## src/fwms_pkg.sv

```systemverilog
package fwms_pkg;

    // longest word kept, further characters are dropped
    localparam int MAX_LEN = 64;
    localparam int LEN_W   = $clog2(MAX_LEN + 1);
    localparam int ADDR_W  = $clog2(MAX_LEN);
    localparam int CHAR_W  = 8;

    // result width and saturation value
    localparam int GAIN_W = 15;
    localparam logic [GAIN_W-1:0] GAIN_MAX = '1;

    // walk accumulators, sized for words up to 128 characters
    localparam int EVAL_W  = 24;
    localparam int DELTA_W = 14;

    // scoring constants
    localparam int RUN_START    = 2;
    localparam int RUN_STEP     = 10;
    localparam int TAIL_COST    = 10;
    localparam int MIN_WALK_LEN = 3;
    localparam int PAIR_LEN     = 2;
    localparam int PAIR_BONUS   = 10;
    localparam int LEN_SLACK    = 2;

    // command codes
    localparam logic CMD_PATTERN   = 1'b0;
    localparam logic CMD_CANDIDATE = 1'b1;

    // queue between front and back, depth is a power of two
    localparam int QUEUE_DEPTH = 4;
    localparam int QPTR_W      = $clog2(QUEUE_DEPTH);
    localparam int QCNT_W      = $clog2(QUEUE_DEPTH + 1);

    // classified beat handed from front to back
    typedef struct packed {
        logic              is_cand;
        logic [CHAR_W-1:0] ch;
        logic              eow;
        logic              finish;
        logic              eon;
    } t_beat;

endpackage

```

## src/fwms_front.sv

```systemverilog
module fwms_front (
    input  logic                  i_clk,
    input  logic                  i_rst_n,
    input  logic                  push,
    output logic                  full,
    input  logic                  i_cmd,
    input  logic [7:0]            i_ch,
    input  logic                  i_end_of_word,
    input  logic                  i_end_of_node,
    output logic                  o_beat_valid,
    output fwms_pkg::t_beat       o_beat,
    input  logic                  i_beat_take
);

    fwms_pkg::t_beat r_q [fwms_pkg::QUEUE_DEPTH];
    logic [fwms_pkg::QPTR_W-1:0] r_wr;
    logic [fwms_pkg::QPTR_W-1:0] r_rd;
    logic [fwms_pkg::QCNT_W-1:0] r_cnt;
    fwms_pkg::t_beat             w_beat;
    logic                        w_push_ok;
    logic                        w_take_ok;

    // classify the incoming beat
    always_comb begin
        w_beat.is_cand = (i_cmd == fwms_pkg::CMD_CANDIDATE);
        w_beat.ch      = i_ch;
        w_beat.eow     = i_end_of_word;
        w_beat.finish  = w_beat.is_cand && (i_end_of_word || i_end_of_node);
        w_beat.eon     = w_beat.is_cand && i_end_of_node;
    end

    assign full         = (r_cnt == fwms_pkg::QCNT_W'(fwms_pkg::QUEUE_DEPTH));
    assign w_push_ok    = push && !full;
    assign o_beat_valid = (r_cnt != '0);
    assign w_take_ok    = i_beat_take && o_beat_valid;
    assign o_beat       = r_q[r_rd];

    // queue storage
    always_ff @(posedge i_clk) begin
        if (w_push_ok) begin
            r_q[r_wr] <= w_beat;
        end
    end

    // queue pointers, wrap on the power-of-two depth
    always_ff @(posedge i_clk) begin
        if (!i_rst_n) begin
            r_wr  <= '0;
            r_rd  <= '0;
            r_cnt <= '0;
        end else begin
            if (w_push_ok) begin
                r_wr <= r_wr + 1'b1;
            end
            if (w_take_ok) begin
                r_rd <= r_rd + 1'b1;
            end
            if (w_push_ok && !w_take_ok) begin
                r_cnt <= r_cnt + 1'b1;
            end else if (!w_push_ok && w_take_ok) begin
                r_cnt <= r_cnt - 1'b1;
            end
        end
    end

endmodule

```

## src/fwms_back.sv

```systemverilog
module fwms_back (
    input  logic                          i_clk,
    input  logic                          i_rst_n,
    input  logic                          i_beat_valid,
    input  fwms_pkg::t_beat               i_beat,
    output logic                          o_beat_take,
    output logic                          o_out_valid,
    output logic [fwms_pkg::GAIN_W-1:0]   o_out_gain,
    input  logic                          i_pop
);

    localparam int LW = fwms_pkg::LEN_W;
    localparam int AW = fwms_pkg::ADDR_W;
    localparam int CW = fwms_pkg::CHAR_W;
    localparam int GW = fwms_pkg::GAIN_W;
    localparam int EW = fwms_pkg::EVAL_W;
    localparam int DW = fwms_pkg::DELTA_W;

    localparam logic [1:0] S_IDLE  = 2'd0;
    localparam logic [1:0] S_START = 2'd1;
    localparam logic [1:0] S_WALK  = 2'd2;
    localparam logic [1:0] S_DONE  = 2'd3;

    // word stores
    logic [CW-1:0] r_pat_mem  [fwms_pkg::MAX_LEN];
    logic [CW-1:0] r_cand_mem [fwms_pkg::MAX_LEN];

    logic [1:0]            r_state, n_state;
    logic [LW-1:0]         r_pl, n_pl;
    logic [LW-1:0]         r_cl, n_cl;
    logic                  r_complete, n_complete;
    logic [GW-1:0]         r_best, n_best;
    logic [GW-1:0]         r_bonus, n_bonus;
    logic                  r_eon_pend, n_eon_pend;
    logic                  r_out_valid;
    logic [GW-1:0]         r_out_gain;
    logic [LW-1:0]         r_i, n_i;
    logic [LW-1:0]         r_j, n_j;
    logic signed [EW-1:0]  r_eval, n_eval;
    logic signed [DW-1:0]  r_delta, n_delta;
    logic [CW-1:0]         r_p0, n_p0, r_p1, n_p1;
    logic [CW-1:0]         r_c0, n_c0, r_c1, n_c1;
    logic [CW-1:0]         r_pa, r_pb, r_ca, r_cb;

    logic [LW-1:0]         n_i1, n_j1;
    logic                  w_take;
    logic                  w_emit;
    logic [GW-1:0]         w_emit_gain;
    logic                  w_pat_we, w_cand_we;
    logic [AW-1:0]         w_pat_addr, w_cand_addr;
    logic [LW-1:0]         w_pl_eff;
    logic [LW-1:0]         w_cl_new;
    logic                  w_walk_needed;
    logic                  w_cand_stall;
    logic                  w_out_free;
    logic                  w_pair_hit;
    logic [GW:0]           w_bonus_sum;
    logic [GW-1:0]         w_bonus_new;
    logic [CW-1:0]         w_cand0, w_cand1;
    logic signed [DW-1:0]  w_delta_new;
    logic [EW-1:0]         w_tail;
    logic signed [EW-1:0]  w_e;
    logic [GW-1:0]         w_u;
    logic [GW-1:0]         w_best_new;

    assign w_out_free  = !r_out_valid || i_pop;
    assign o_beat_take = w_take;
    assign o_out_valid = r_out_valid;
    assign o_out_gain  = r_out_gain;

    // candidate length after this beat, and whether the finished word is walked
    always_comb begin
        w_cl_new = (r_cl < LW'(fwms_pkg::MAX_LEN)) ? r_cl + 1'b1 : r_cl;
        w_walk_needed = i_beat.finish
                     && (r_pl >= LW'(fwms_pkg::MIN_WALK_LEN))
                     && (({1'b0, w_cl_new} + (LW+1)'(fwms_pkg::LEN_SLACK)) >= {1'b0, r_pl});
        w_cand_stall = i_beat.is_cand && i_beat.eon && !w_walk_needed && !w_out_free;
        w_pl_eff = r_complete ? '0 : r_pl;
    end

    // two-letter bonus check on the first characters
    always_comb begin
        w_cand0 = (r_cl == '0) ? i_beat.ch : r_c0;
        w_cand1 = (r_cl == LW'(1)) ? i_beat.ch : r_c1;
        w_pair_hit = (w_cl_new >= LW'(fwms_pkg::PAIR_LEN))
                  && (r_p0 == w_cand0) && (r_p1 == w_cand1);
        w_bonus_sum = {1'b0, r_bonus} + (GW+1)'(fwms_pkg::PAIR_BONUS);
        w_bonus_new = w_bonus_sum[GW] ? fwms_pkg::GAIN_MAX : w_bonus_sum[GW-1:0];
    end

    // one walk step: run credit or penalty, with one-character lookahead
    always_comb begin
        if (r_pa == r_ca) begin
            w_delta_new = (r_delta[DW-1] || r_delta == '0) ? DW'(fwms_pkg::RUN_START)
                                                          : r_delta + DW'(fwms_pkg::RUN_STEP);
        end else begin
            w_delta_new = !r_delta[DW-1] ? DW'(-fwms_pkg::RUN_START)
                                         : r_delta - DW'(fwms_pkg::RUN_STEP);
        end
    end

    // end of walk: pattern tail cost, clamp and best update
    always_comb begin
        w_tail = EW'(r_pl - r_i) * EW'(fwms_pkg::TAIL_COST);
        w_e    = r_eval - $signed(w_tail);
        w_u    = (w_e[EW-2:GW] != '0) ? fwms_pkg::GAIN_MAX : w_e[GW-1:0];
        w_best_new = (!w_e[EW-1] && w_e != '0 && w_u > r_best) ? w_u : r_best;
    end

    // sequencer
    always_comb begin
        n_state     = r_state;
        n_pl        = r_pl;
        n_cl        = r_cl;
        n_complete  = r_complete;
        n_best      = r_best;
        n_bonus     = r_bonus;
        n_eon_pend  = r_eon_pend;
        n_i         = r_i;
        n_j         = r_j;
        n_eval      = r_eval;
        n_delta     = r_delta;
        n_p0        = r_p0;
        n_p1        = r_p1;
        n_c0        = r_c0;
        n_c1        = r_c1;
        w_take      = 1'b0;
        w_emit      = 1'b0;
        w_emit_gain = '0;
        w_pat_we    = 1'b0;
        w_cand_we   = 1'b0;
        w_pat_addr  = w_pl_eff[AW-1:0];
        w_cand_addr = r_cl[AW-1:0];
        unique case (r_state)
            S_IDLE: begin
                n_i = '0;
                n_j = '0;
                if (i_beat_valid && !w_cand_stall) begin
                    w_take = 1'b1;
                    if (!i_beat.is_cand) begin
                        // pattern beat, a finished pattern is replaced
                        if (r_complete) begin
                            n_cl    = '0;
                            n_best  = '0;
                            n_bonus = '0;
                        end
                        n_pl = w_pl_eff;
                        if (w_pl_eff < LW'(fwms_pkg::MAX_LEN)) begin
                            w_pat_we = 1'b1;
                            n_pl     = w_pl_eff + 1'b1;
                        end
                        if (w_pl_eff == '0) begin
                            n_p0 = i_beat.ch;
                        end
                        if (w_pl_eff == LW'(1)) begin
                            n_p1 = i_beat.ch;
                        end
                        n_complete = i_beat.eow;
                    end else begin
                        // candidate beat
                        w_cand_we = (r_cl < LW'(fwms_pkg::MAX_LEN));
                        n_c0 = w_cand0;
                        n_c1 = w_cand1;
                        if (w_walk_needed) begin
                            n_cl       = w_cl_new;
                            n_eon_pend = i_beat.eon;
                            n_state    = S_START;
                        end else begin
                            n_cl = i_beat.finish ? '0 : w_cl_new;
                            if (i_beat.finish && r_pl == LW'(fwms_pkg::PAIR_LEN)
                                    && w_pair_hit) begin
                                n_bonus = w_bonus_new;
                            end
                            if (i_beat.eon) begin
                                w_emit = 1'b1;
                                if (r_pl >= LW'(fwms_pkg::MIN_WALK_LEN)) begin
                                    w_emit_gain = r_best;
                                end else if (r_pl == LW'(fwms_pkg::PAIR_LEN)) begin
                                    w_emit_gain = w_pair_hit ? w_bonus_new : r_bonus;
                                end
                                n_best  = '0;
                                n_bonus = '0;
                            end
                        end
                    end
                end
            end
            S_START: begin
                // stores settled, fetch the first characters
                n_i     = '0;
                n_j     = '0;
                n_eval  = '0;
                n_delta = '0;
                n_state = S_WALK;
            end
            S_WALK: begin
                if (r_i < r_pl && r_j < r_cl) begin
                    n_delta = w_delta_new;
                    n_eval  = r_eval + {{(EW-DW){w_delta_new[DW-1]}}, w_delta_new};
                    if (r_pa == r_ca) begin
                        n_i = r_i + 1'b1;
                        n_j = r_j + 1'b1;
                    end else if ((({1'b0, r_i} + 1'b1) < {1'b0, r_pl}) && r_pb == r_ca) begin
                        n_i = r_i + 1'b1;
                    end else if ((({1'b0, r_j} + 1'b1) < {1'b0, r_cl}) && r_pa == r_cb) begin
                        n_j = r_j + 1'b1;
                    end else begin
                        n_i = r_i + 1'b1;
                        n_j = r_j + 1'b1;
                    end
                end else begin
                    n_state = S_DONE;
                end
            end
            S_DONE: begin
                if (r_eon_pend) begin
                    if (w_out_free) begin
                        w_emit      = 1'b1;
                        w_emit_gain = w_best_new;
                        n_best      = '0;
                        n_bonus     = '0;
                        n_cl        = '0;
                        n_state     = S_IDLE;
                    end
                end else begin
                    n_best  = w_best_new;
                    n_cl    = '0;
                    n_state = S_IDLE;
                end
            end
            default: begin
                n_state = S_IDLE;
            end
        endcase
    end

    assign n_i1 = n_i + 1'b1;
    assign n_j1 = n_j + 1'b1;

    // stores: one write and two registered reads each
    always_ff @(posedge i_clk) begin
        if (w_pat_we) begin
            r_pat_mem[w_pat_addr] <= i_beat.ch;
        end
        if (w_cand_we) begin
            r_cand_mem[w_cand_addr] <= i_beat.ch;
        end
        r_pa <= r_pat_mem[n_i[AW-1:0]];
        r_pb <= r_pat_mem[n_i1[AW-1:0]];
        r_ca <= r_cand_mem[n_j[AW-1:0]];
        r_cb <= r_cand_mem[n_j1[AW-1:0]];
    end

    // walk datapath and first-character copies
    always_ff @(posedge i_clk) begin
        r_i     <= n_i;
        r_j     <= n_j;
        r_eval  <= n_eval;
        r_delta <= n_delta;
        r_p0    <= n_p0;
        r_p1    <= n_p1;
        r_c0    <= n_c0;
        r_c1    <= n_c1;
    end

    // control state
    always_ff @(posedge i_clk) begin
        if (!i_rst_n) begin
            r_state    <= S_IDLE;
            r_pl       <= '0;
            r_cl       <= '0;
            r_complete <= 1'b0;
            r_best     <= '0;
            r_bonus    <= '0;
            r_eon_pend <= 1'b0;
        end else begin
            r_state    <= n_state;
            r_pl       <= n_pl;
            r_cl       <= n_cl;
            r_complete <= n_complete;
            r_best     <= n_best;
            r_bonus    <= n_bonus;
            r_eon_pend <= n_eon_pend;
        end
    end

    // result register
    always_ff @(posedge i_clk) begin
        if (!i_rst_n) begin
            r_out_valid <= 1'b0;
        end else if (w_emit) begin
            r_out_valid <= 1'b1;
        end else if (i_pop) begin
            r_out_valid <= 1'b0;
        end
    end

    always_ff @(posedge i_clk) begin
        if (w_emit) begin
            r_out_gain <= w_emit_gain;
        end
    end

    // walk indices never run past the word lengths
    a_walk_bounds: assert property (@(posedge i_clk) disable iff (!i_rst_n)
        (r_state == S_WALK) |-> (r_i <= r_pl && r_j <= r_cl))
        else $error("walk index beyond word length");

    // stored lengths stay within the stores
    a_len_bounds: assert property (@(posedge i_clk) disable iff (!i_rst_n)
        (r_pl <= LW'(fwms_pkg::MAX_LEN)) && (r_cl <= LW'(fwms_pkg::MAX_LEN)))
        else $error("word length beyond store depth");

    // a node end without a walk gives a result on the next cycle
    a_node_result: assert property (@(posedge i_clk) disable iff (!i_rst_n)
        (r_state == S_IDLE && w_take && i_beat.eon && !w_walk_needed) |=> r_out_valid)
        else $error("node end produced no result");

    // a result is never written over one still waiting
    a_no_overwrite: assert property (@(posedge i_clk) disable iff (!i_rst_n)
        w_emit |-> (!r_out_valid || i_pop))
        else $error("result overwritten before pop");

endmodule

```

## src/fuzzy_word_match_score.sv

```systemverilog
// Typo-tolerant scoring of a pattern word against the candidate words of a node.
// Input channel (push/full): one character beat per push; i_cmd selects pattern
// (0) or candidate (1), i_end_of_word closes a word, i_end_of_node on a candidate
// beat closes the node and causes exactly one result. A beat is taken when push
// is high and full is low; a four-entry queue sits ahead of the scoring engine.
// Result channel (empty/pop): o_node_gain is valid while empty is low and is
// taken on a cycle with pop high; a one-entry result register holds it.
// The engine takes a character beat while idle. A candidate word that is walked
// then passes S_START, S walk steps in S_WALK (at most pattern length + candidate
// length, set by the single-step walk over the two stores) and S_DONE.
// A node end without a walk shows its result in the cycle after the one that
// takes it; with a walk, S_DONE registers it. While the result register is full
// and not popped, the engine holds at the next node end and the input queue
// fills, then full rises. Reset clears lengths, scores, the input queue and the
// result register; the character stores are not cleared and need no clearing pass.
module fuzzy_word_match_score (
    input  logic                         i_clk,
    input  logic                         i_rst_n,
    input  logic                         push,
    output logic                         full,
    input  logic                         i_cmd,
    input  logic [7:0]                   i_ch,
    input  logic                         i_end_of_word,
    input  logic                         i_end_of_node,
    output logic                         empty,
    input  logic                         pop,
    output logic [14:0]                  o_node_gain
);

    fwms_pkg::t_beat              w_beat;
    logic                         w_beat_valid;
    logic                         w_beat_take;
    logic                         w_out_valid;
    logic [fwms_pkg::GAIN_W-1:0]  w_out_gain;

    // classify and queue beats
    fwms_front u_front (
        .i_clk         (i_clk),
        .i_rst_n       (i_rst_n),
        .push          (push),
        .full          (full),
        .i_cmd         (i_cmd),
        .i_ch          (i_ch),
        .i_end_of_word (i_end_of_word),
        .i_end_of_node (i_end_of_node),
        .o_beat_valid  (w_beat_valid),
        .o_beat        (w_beat),
        .i_beat_take   (w_beat_take)
    );

    // store words, walk and keep the node score
    fwms_back u_back (
        .i_clk        (i_clk),
        .i_rst_n      (i_rst_n),
        .i_beat_valid (w_beat_valid),
        .i_beat       (w_beat),
        .o_beat_take  (w_beat_take),
        .o_out_valid  (w_out_valid),
        .o_out_gain   (w_out_gain),
        .i_pop        (pop)
    );

    assign empty       = !w_out_valid;
    assign o_node_gain = w_out_gain;

endmodule
```

## config.mk

```make
export PLATFORM = sky130hd
export DESIGN_NAME = fuzzy_word_match_score
export DESIGN_NICKNAME = d
export VERILOG_FILES = /design/src/fwms_pkg.sv /design/src/fwms_front.sv /design/src/fwms_back.sv /design/src/fuzzy_word_match_score.sv
export SDC_FILE = /design/constraint.sdc
export NUM_CORES = 2
export LEC_CHECK = 0
export BUFFER_PORTS_ARGS = -buffer_cell sky130_fd_sc_hd__buf_2
export CORE_ASPECT_RATIO = 0.5
export CORE_UTILIZATION = 40
export DETAILED_ROUTE_END_ITERATION = 8
export GPL_TIMING_DRIVEN = 0
export HOLD_SLACK_MARGIN = 0.15
export PLACE_DENSITY_LB_ADDON = 0.1
export SYNTH_ARGS = -nofsm -noshare
export SYNTH_HDL_FRONTEND = slang
export SYNTH_SLANG_ARGS = --single-unit
```

## constraint.sdc

```tcl
create_clock -name i_clk -period 16 [get_ports i_clk]
set_input_delay 3.2 -clock i_clk [delete_from_list [all_inputs] [get_ports i_clk]]
set_output_delay 3.2 -clock i_clk [all_outputs]
set_load 0.05 [all_outputs]
```

**After elaboration in Yosys (flattened, before gate mapping)**

Memories as Yosys holds them, arrays and structs flattened. A register that Yosys moved wholly into a read port is not among the register bits.
Cells that the tools add are included.

- Reductions and logical operators: 54
- Bitwise gates (word level): 1
- Add/sub/neg operators: 19
- Multipliers: 1
- $lt $le $gt $ge: 10
- Eq/ne operators: 24
- Multiplexer cells: 92

Operator list:

| operator | number |
|---|---|
| $mux 15 | 25 |
| $mux 7 | 17 |
| $pmux 15 s2 | 3 |
| $mux 14 | 4 |
| $pmux 24 s2 | 1 |
| $pmux 7 s2 | 3 |
| $eq 8x8->1 | 5 |
| $add 7x1->7 const B | 4 |
| $pmux 14 s2 | 1 |
| $add 24x24->24 | 1 |
| $mul 24x3->23 const B | 1 |
| $mux 24 | 1 |
| $reduce_bool 24->1 | 1 |
| $sub 24x24->24 | 1 |
| $mux 1 | 23 |
| $logic_and 1x1->1 | 21 |
| $add 15x4->16 const B | 1 |
| $add 7x1->8 const B | 2 |
| $lt 8x7->1 | 2 |
| $mux 2 | 8 |
| $mux 8 | 2 |
| $reduce_and 4->1 | 4 |
| $gt 15x15->1 | 1 |
| $add 14x5->14 const B | 1 |
| other kinds (39) | 68 |

- Logic and storage cells: 224
- Memories kept: 3
- Register bits after elaboration: 155
- RAM bits: 1072

Memory list:

| name | words | width | rd ports | clocked after memory_dff | wr ports | line | source |
|---|---|---|---|---|---|---|---|
| u_back.r_cand_mem | 64 | 8 | 2 | 2 | 1 | fwms_back.sv:26 | `logic [CW-1:0] r_cand_mem [fwms_pkg::MAX_LEN];` |
| u_back.r_pat_mem | 64 | 8 | 2 | 2 | 1 | fwms_back.sv:25 | `logic [CW-1:0] r_pat_mem [fwms_pkg::MAX_LEN];` |
| u_front.r_q | 4 | 12 | 1 | 1 | 1 | fwms_front.sv:15 | `fwms_pkg::t_beat r_q [fwms_pkg::QUEUE_DEPTH];` |

**Logic depth before layout (Yosys ltp)**

- Depth in word-level cells: 16
- Mapped depth: 48
- Mapped depth without buffers: 43

**Hierarchy**

From an unflattened synthesis, not the netlist that was laid out.

- Cell total of the unflattened synthesis: 5272
- Area, all modules: 65126.2 um^2

By module, submodules not included:

| module | instances | seq. area each (um^2) | cells an instance | area each (um^2) |
|---|---|---|---|---|
| fwms_back | 1 | 35223.8 | 5159 | 62889.1 |
| fwms_front | 1 | 1621.6 | 112 | 2233.4 |
| fuzzy_word_match_score | 1 | 0.0 | 1 | 3.8 |

**Worst setup path before layout**

Ideal clock, no wire load.

- Path type: reg-to-reg
- Start: register u_back.r_pl[0]
- End: register u_back.r_out_gain[11], in the netlist u_back.o_out_gain[11], data pin
- Arrival: 8497 ps
- Library setup time: 254 ps
- Clock period less this slack: 8751 ps
- Path buffers: 4
- Path slack: 7249 ps
- Stages on the path, launching flop included: 40
- Cell sequence: dfxtp_1 -> clkbuf_1 -> inv_1 -> ha_1 -> fa_1 -> nor2b_1 -> o31a_1 -> o21a_1 -> nor2_1 -> xnor2_1 -> ha_1 -> ha_1 -> inv_1 -> o21bai_1 -> o311ai_1 -> ha_1 -> ha_1 -> nand2_1 -> (+4 left out) -> or4_1 -> a211oi_2 -> clkbuf_1 -> clkbuf_1 -> nand2_1 -> ha_1 -> and3_1 -> nand3_1 -> a211oi_1 -> o21ai_0 -> a311oi_1 -> o31ai_1 -> a21oi_1 -> and2_1 -> clkbuf_1 -> and3_1 -> o21ai_0 -> a21o_1

- Word-level cells in the longest chain between the ends: 11

Ends and longest elaborated chain:

| element | line | source |
|---|---|---|
| start, declared | fwms_back.sv:29 | `logic [LW-1:0] r_pl, n_pl;` |
| start signal, assigned | fwms_back.sv:278 | `r_pl <= n_pl;` |
| $sub 7x7->8 | fwms_back.sv:104 | `w_tail = EW'(r_pl - r_i) * EW'(fwms_pkg::TAIL_COST);` |
| $mul 24x3->23 | fwms_back.sv:104 |  |
| $sub 24x24->24 | fwms_back.sv:105 | `w_e = r_eval - $signed(w_tail);` |
| $reduce_bool 8->1 | fwms_back.sv:106 | `w_u = (w_e[EW-2:GW] != '0) ? fwms_pkg::GAIN_MAX : w_e[GW-1:0];` |
| $mux 15 | fwms_back.sv:106 |  |
| $gt 15x15->1 | fwms_back.sv:107 | `w_best_new = (!w_e[EW-1] && w_e != '0 && w_u > r_best) ? w_u : r_best;` |
| $logic_and 1x1->1 | fwms_back.sv:107 |  |
| $mux 15 | fwms_back.sv:107 |  |
| $mux 15 | fwms_back.sv:217 | `if (w_out_free) begin` |
| $mux 15 | fwms_back.sv:216 | `if (r_eon_pend) begin` |
| $pmux 15 s2 (*) | fwms_back.sv:134 | `unique case (r_state)` |
| via u_back.w_emit_gain[11] | fwms_back.sv:48 | `logic [GW-1:0] w_emit_gain;` |
| end signal, assigned | fwms_back.sv:300 | `r_out_gain <= w_emit_gain;` |
| end, declared | fwms_back.sv:36 | `logic [GW-1:0] r_out_gain;` |

The timed path passes the listed nets; every way through them passes the cells marked *.
A chain may end at the register's enable or synchronous reset.

**Worst setup path in the final report**

- Start: register u_back.r_pl[0]
- End: register u_back.r_out_gain[10], in the netlist u_back.o_out_gain[10], data pin

Same word-level chain as after synthesis.

==> run summary <==
* highest-count cells in the layout ignoring fill and taps: sky130_fd_sc_hd__edfxtp_1 (1159), sky130_fd_sc_hd__nand2_1 (1014), sky130_fd_sc_hd__mux4_2 (311), sky130_fd_sc_hd__nand3_1 (303), sky130_fd_sc_hd__nor2_1 (290)
* Max-Slew Margin vs Limit: -3.019%
* required time at the endpoint of the critical path: 16.48 ns
* share of async-settable or async-resettable flops after synthesis: 0%
* number of levels the H-tree was split into: 3
* count of mapped cells out of synthesis: 5162
* number of antenna violations at the first check in global routing: 24
* RSZ-0062 raised after global routing: false
* count of state elements after synthesis: 1261
* violations in the final reports: max-capacitance violations, max-slew violations
* total global routing track utilization: 30.76%
* post-synth cell types: 94
* total number of clock tree sinks: 1261
* CTS-repair resized insts: 0
* netlist area before placement: 64360 um2
* end of the worst register-to-register path: u_back.o_out_gain[10]
* reported leakage power: 24.16 nW
* clock root buffer: sky130_fd_sc_hd__clkbuf_16
* number of global-route vias before repair: 46.25k
* first-pass iteration count of the detailed router: 9
* synthesized-area fraction occupied by adder cells: 2.741%
* floorplan die width: 569.3 um
* ratio of cells with drive above 1 in the final layout: 13.16%
* result of the run: complete, but fails checks
* area fraction in and, or, nand and nor cells after synthesis: 13.57%
* Final Wtd Congestion: 1.045
* destination of the critical timing path: u_back.o_out_gain[10]
* io pins: 32
* placeable core region: 158800 um2
* buffers added on ports: 31
* clock skew after layout: 0.03674 ns
* count of flip-flops with a built-in enable after synthesis: 1159
* reg-to-reg slack, setup: 3.88 ns
* CP Launch Point: u_back.r_pl[0]
* post-detailed-placement half-perimeter wirelength: 178900 um
* critical path startpoint category: register
* Die Area: 162600 um2
* Num CTS Buffers: 117
* Arr. time, crit path: 12.60 ns
* Clock Pin Slew Worst Setup and Hold Paths: 0.07 ns
* most frequent CP cell: sky130_fd_sc_hd__ha_1
* wire length of the first global-routing pass: 353200 um
* layout overhead on the synthesized area: 11.08%
* final routed wirelength across all metal layers: 253900 um
* height of the chip: 285.6 um
* Max stage delay cell, worst path: sky130_fd_sc_hd__xnor2_1
* count of unresolved DRC violations after routing: 0
* number of rows created at floorplan: 103
* final worst path period share: 75.75%
* number of setup buffers added after CTS: 0
* combinational family with the most area after synthesis: multiplexers
* total power density per cell area: 120.3 nW/um2
* Worst VDD drop: 0.0001047 V
* Max Fclk: 82.51 MHz
* average via count per standard cell: 6.361
* final period demand of the worst path: 12.12 ns
* syn_nets: 5315
* critical register-to-register path startpoint: u_back.r_pl[0]
* Final Slew Violations: 35
* starting density of the core: 40.53%
* CTS tree: yes
* actual transition at the worst max-transition pin: 1.545 ns
* Fin Setup TNS: 0 ns
* Longest Clk Path Bufs: 3
* maximum number of pins on one net before global-route repair: 78
* worst hold path class: register to register
* Primary FF master, synth: sky130_fd_sc_hd__edfxtp_1
* total chip power: 0.008599 W
* average footprint of a synthesized cell: 12.47 um2
* Total Nets Final: 5481
* Max FO, Critical Path: 10
* worst-case reg-to-reg path depth: 39
* fraction of synthesized area in multiplexers: 13.64%
* number of DRC violations after detailed-routing iteration 0: 7150
* Congestion Overflow GR: 0
* biggest cell delay along the critical path: 0.89 ns
* fraction of the yosys area taken by sequential cells: 57.25%
* clk_lat worst skew: 0.77 ns
* category of the worst setup path capture point: register
* synthesized-area fraction occupied by ao, oa, aoi and oai cells: 8.410%
* final-report hold violation count: 0
* number of vias after detailed routing: 48.21k
* Yosys warning total: 0
* routed wirelength normalized by instance count: 33.50 um
* xor/xnor share of the synthesized area: 1.604%
* Critical Setup Path Class: register to register
* total of endpoints with negative setup slack in the final report: 0
* Max Cap Viol: 5
* post-route ant nets: 0
* most frequent standard cell in the layout excluding fill and tap cells: sky130_fd_sc_hd__edfxtp_1
* hold-fix buffers at CTS: 0
[critical path, delay by kind of cell, from the launching register on]
family	cells	cell delay [ns]
xor gates and xnor gates	1	0.89
and+or+nand+nor	13	2.47
adders and majority gates	7	2.34
DFF	1	0.39
AOI/OAI and AO/OA	13	4.30
buffers and inverters	5	1.46
[stage by stage]
step                setup slack [ns]  hold slack [ns]  instances  util (%)  instance area (um2)
detailed placement             4.094           0.4988       7360     42.60                67630
floorplan                      7.249           0.4432       5162         -                64360
global route                   3.254           0.5318       7578     45.02                71480
global placement               4.168           0.4869       7345     42.33                67200
finish                         3.880           0.5115       7580     45.02                71480
CTS                            4.039           0.5109       7577     45.02                71470
[flip-flops by register name, indices dropped and copies added (netlist names), 3 cells and up, named ones only]
name and count:
u_back.r_cand_mem 512, u_back.r_pat_mem 512, u_front.r_q 48, u_back.r_eval 24, u_back.o_out_gain 15, u_back.r_best 15, u_back.r_bonus 15, u_back.r_delta 14
u_back.r_c0 8, u_back.r_c1 8, u_back.r_ca 8, u_back.r_cb 8, u_back.r_p0 8, u_back.r_p1 8, u_back.r_pa 8, u_back.r_pb 8
u_back.r_cl 7, u_back.r_i 7, u_back.r_j 7, u_back.r_pl 7, u_front.r_cnt 3
[cells in the mapped netlist (9+ instances only)]
master                        n  area (um2)
sky130_fd_sc_hd__a21o_1      36       270.3
sky130_fd_sc_hd__xnor2_1     73       639.4
sky130_fd_sc_hd__a22oi_1     38       285.3
sky130_fd_sc_hd__o22ai_1     51       319.1
sky130_fd_sc_hd__and3_1     119       744.5
sky130_fd_sc_hd__a31oi_1     91       569.3
sky130_fd_sc_hd__a32o_1      17       170.2
sky130_fd_sc_hd__a311oi_1    33       289.0
sky130_fd_sc_hd__buf_2       79       395.4
sky130_fd_sc_hd__or4_1        9       67.56
sky130_fd_sc_hd__o21ai_1     15       75.07
sky130_fd_sc_hd__dfxtp_1    102        2042
sky130_fd_sc_hd__nor2b_1     24       150.1
sky130_fd_sc_hd__xor2_1      43       376.6
sky130_fd_sc_hd__nand3_1    303        1516
sky130_fd_sc_hd__mux4_2     319        7184
sky130_fd_sc_hd__o21a_1      35       262.8
sky130_fd_sc_hd__nand2_1   1014        3806
sky130_fd_sc_hd__a221o_1     16       160.2
sky130_fd_sc_hd__clkbuf_1   167       626.9
sky130_fd_sc_hd__o211ai_1    26       195.2
sky130_fd_sc_hd__a22o_1       9       78.83
sky130_fd_sc_hd__mux2i_1    138        1381
sky130_fd_sc_hd__a211o_1      9       78.83
sky130_fd_sc_hd__buf_4       25       187.7
sky130_fd_sc_hd__inv_1       85       319.1
sky130_fd_sc_hd__and2_1      48       300.3
sky130_fd_sc_hd__nor2_1     290        1089
sky130_fd_sc_hd__edfxtp_1  1159       34800
sky130_fd_sc_hd__a32oi_1     16       140.1
sky130_fd_sc_hd__o21ai_0     79       395.4
sky130_fd_sc_hd__a221oi_1    30       262.8
sky130_fd_sc_hd__a21oi_1    180       900.9
sky130_fd_sc_hd__mux2_2      19       214.0
sky130_fd_sc_hd__nor3_1      54       270.3
sky130_fd_sc_hd__nand4_1     21       131.4
sky130_fd_sc_hd__ha_1       133        1664
sky130_fd_sc_hd__nand2b_1    24       150.1
sky130_fd_sc_hd__inv_2        9       33.78
sky130_fd_sc_hd__buf_1       34       127.6
sky130_fd_sc_hd__or3_1       16       100.1
sky130_fd_sc_hd__nor4_1      19       118.9
sky130_fd_sc_hd__a211oi_1    18       135.1
sky130_fd_sc_hd__a21boi_0    11       82.58
[where the power goes]
group          switching [W]  leakage [nW]  total (W)  internal, W
Clock                0.00135          1.87    0.00292      0.00157
Sequential         0.0000643          11.3    0.00418      0.00412
Combinational        0.00110          11.0    0.00149     0.000397
Total                0.00251          24.2    0.00860      0.00608
[metal layers]
layer / routed length [um] / track usage (%) / part of all wire (%)
met1: 106300 / 43.33 / 42
met2: 109200 / 45.88 / 43
met3: 29110 / 8.599 / 11
met4: 9237 / 10.03 / 3.6
met5: 111 / 0 / 0.044
[cells by family after synthesis]
family / count (synthesis)
and+or+nand+nor: 1972
AOI/OAI and AO/OA: 789
buffers and inverters: 409
DFF: 1261
adders and majority gates: 138
muxes: 476
xor gates and xnor gates: 117
[worst min path at each step]
stage                        from                 end  slack, ns  depth (start not counted)
2_1_floorplan   u_back.r_best[11]   u_back.r_best[11]       0.44                          2
3_3_place_gp   u_back.r_bonus[11]  u_back.r_bonus[11]       0.49                          2
3_5_place_dp    u_back.r_bonus[0]   u_back.r_bonus[0]       0.50                          1
4_1_cts         u_back.r_bonus[2]   u_back.r_bonus[2]       0.51                          2
5_1_grt         u_back.r_best[11]   u_back.r_best[11]       0.53                          2
6_report        u_back.r_bonus[0]   u_back.r_bonus[0]       0.51                          1
[area by class of cell]
class / count / area, um2
diodes: 2 / 5.005
plain buffers: 313 / 1429
clock buffers: 142 / 3115
clock inverters: 75 / 724.4
fillers: 14430 / 87290
inverters: 96 / 362.8
multi-input cells: 3492 / 25760
flip-flops and latches: 1261 / 36850
well taps: 2152 / 2693
repair buffers: 47 / 549.3
Power figures use the tool's default switching activity.
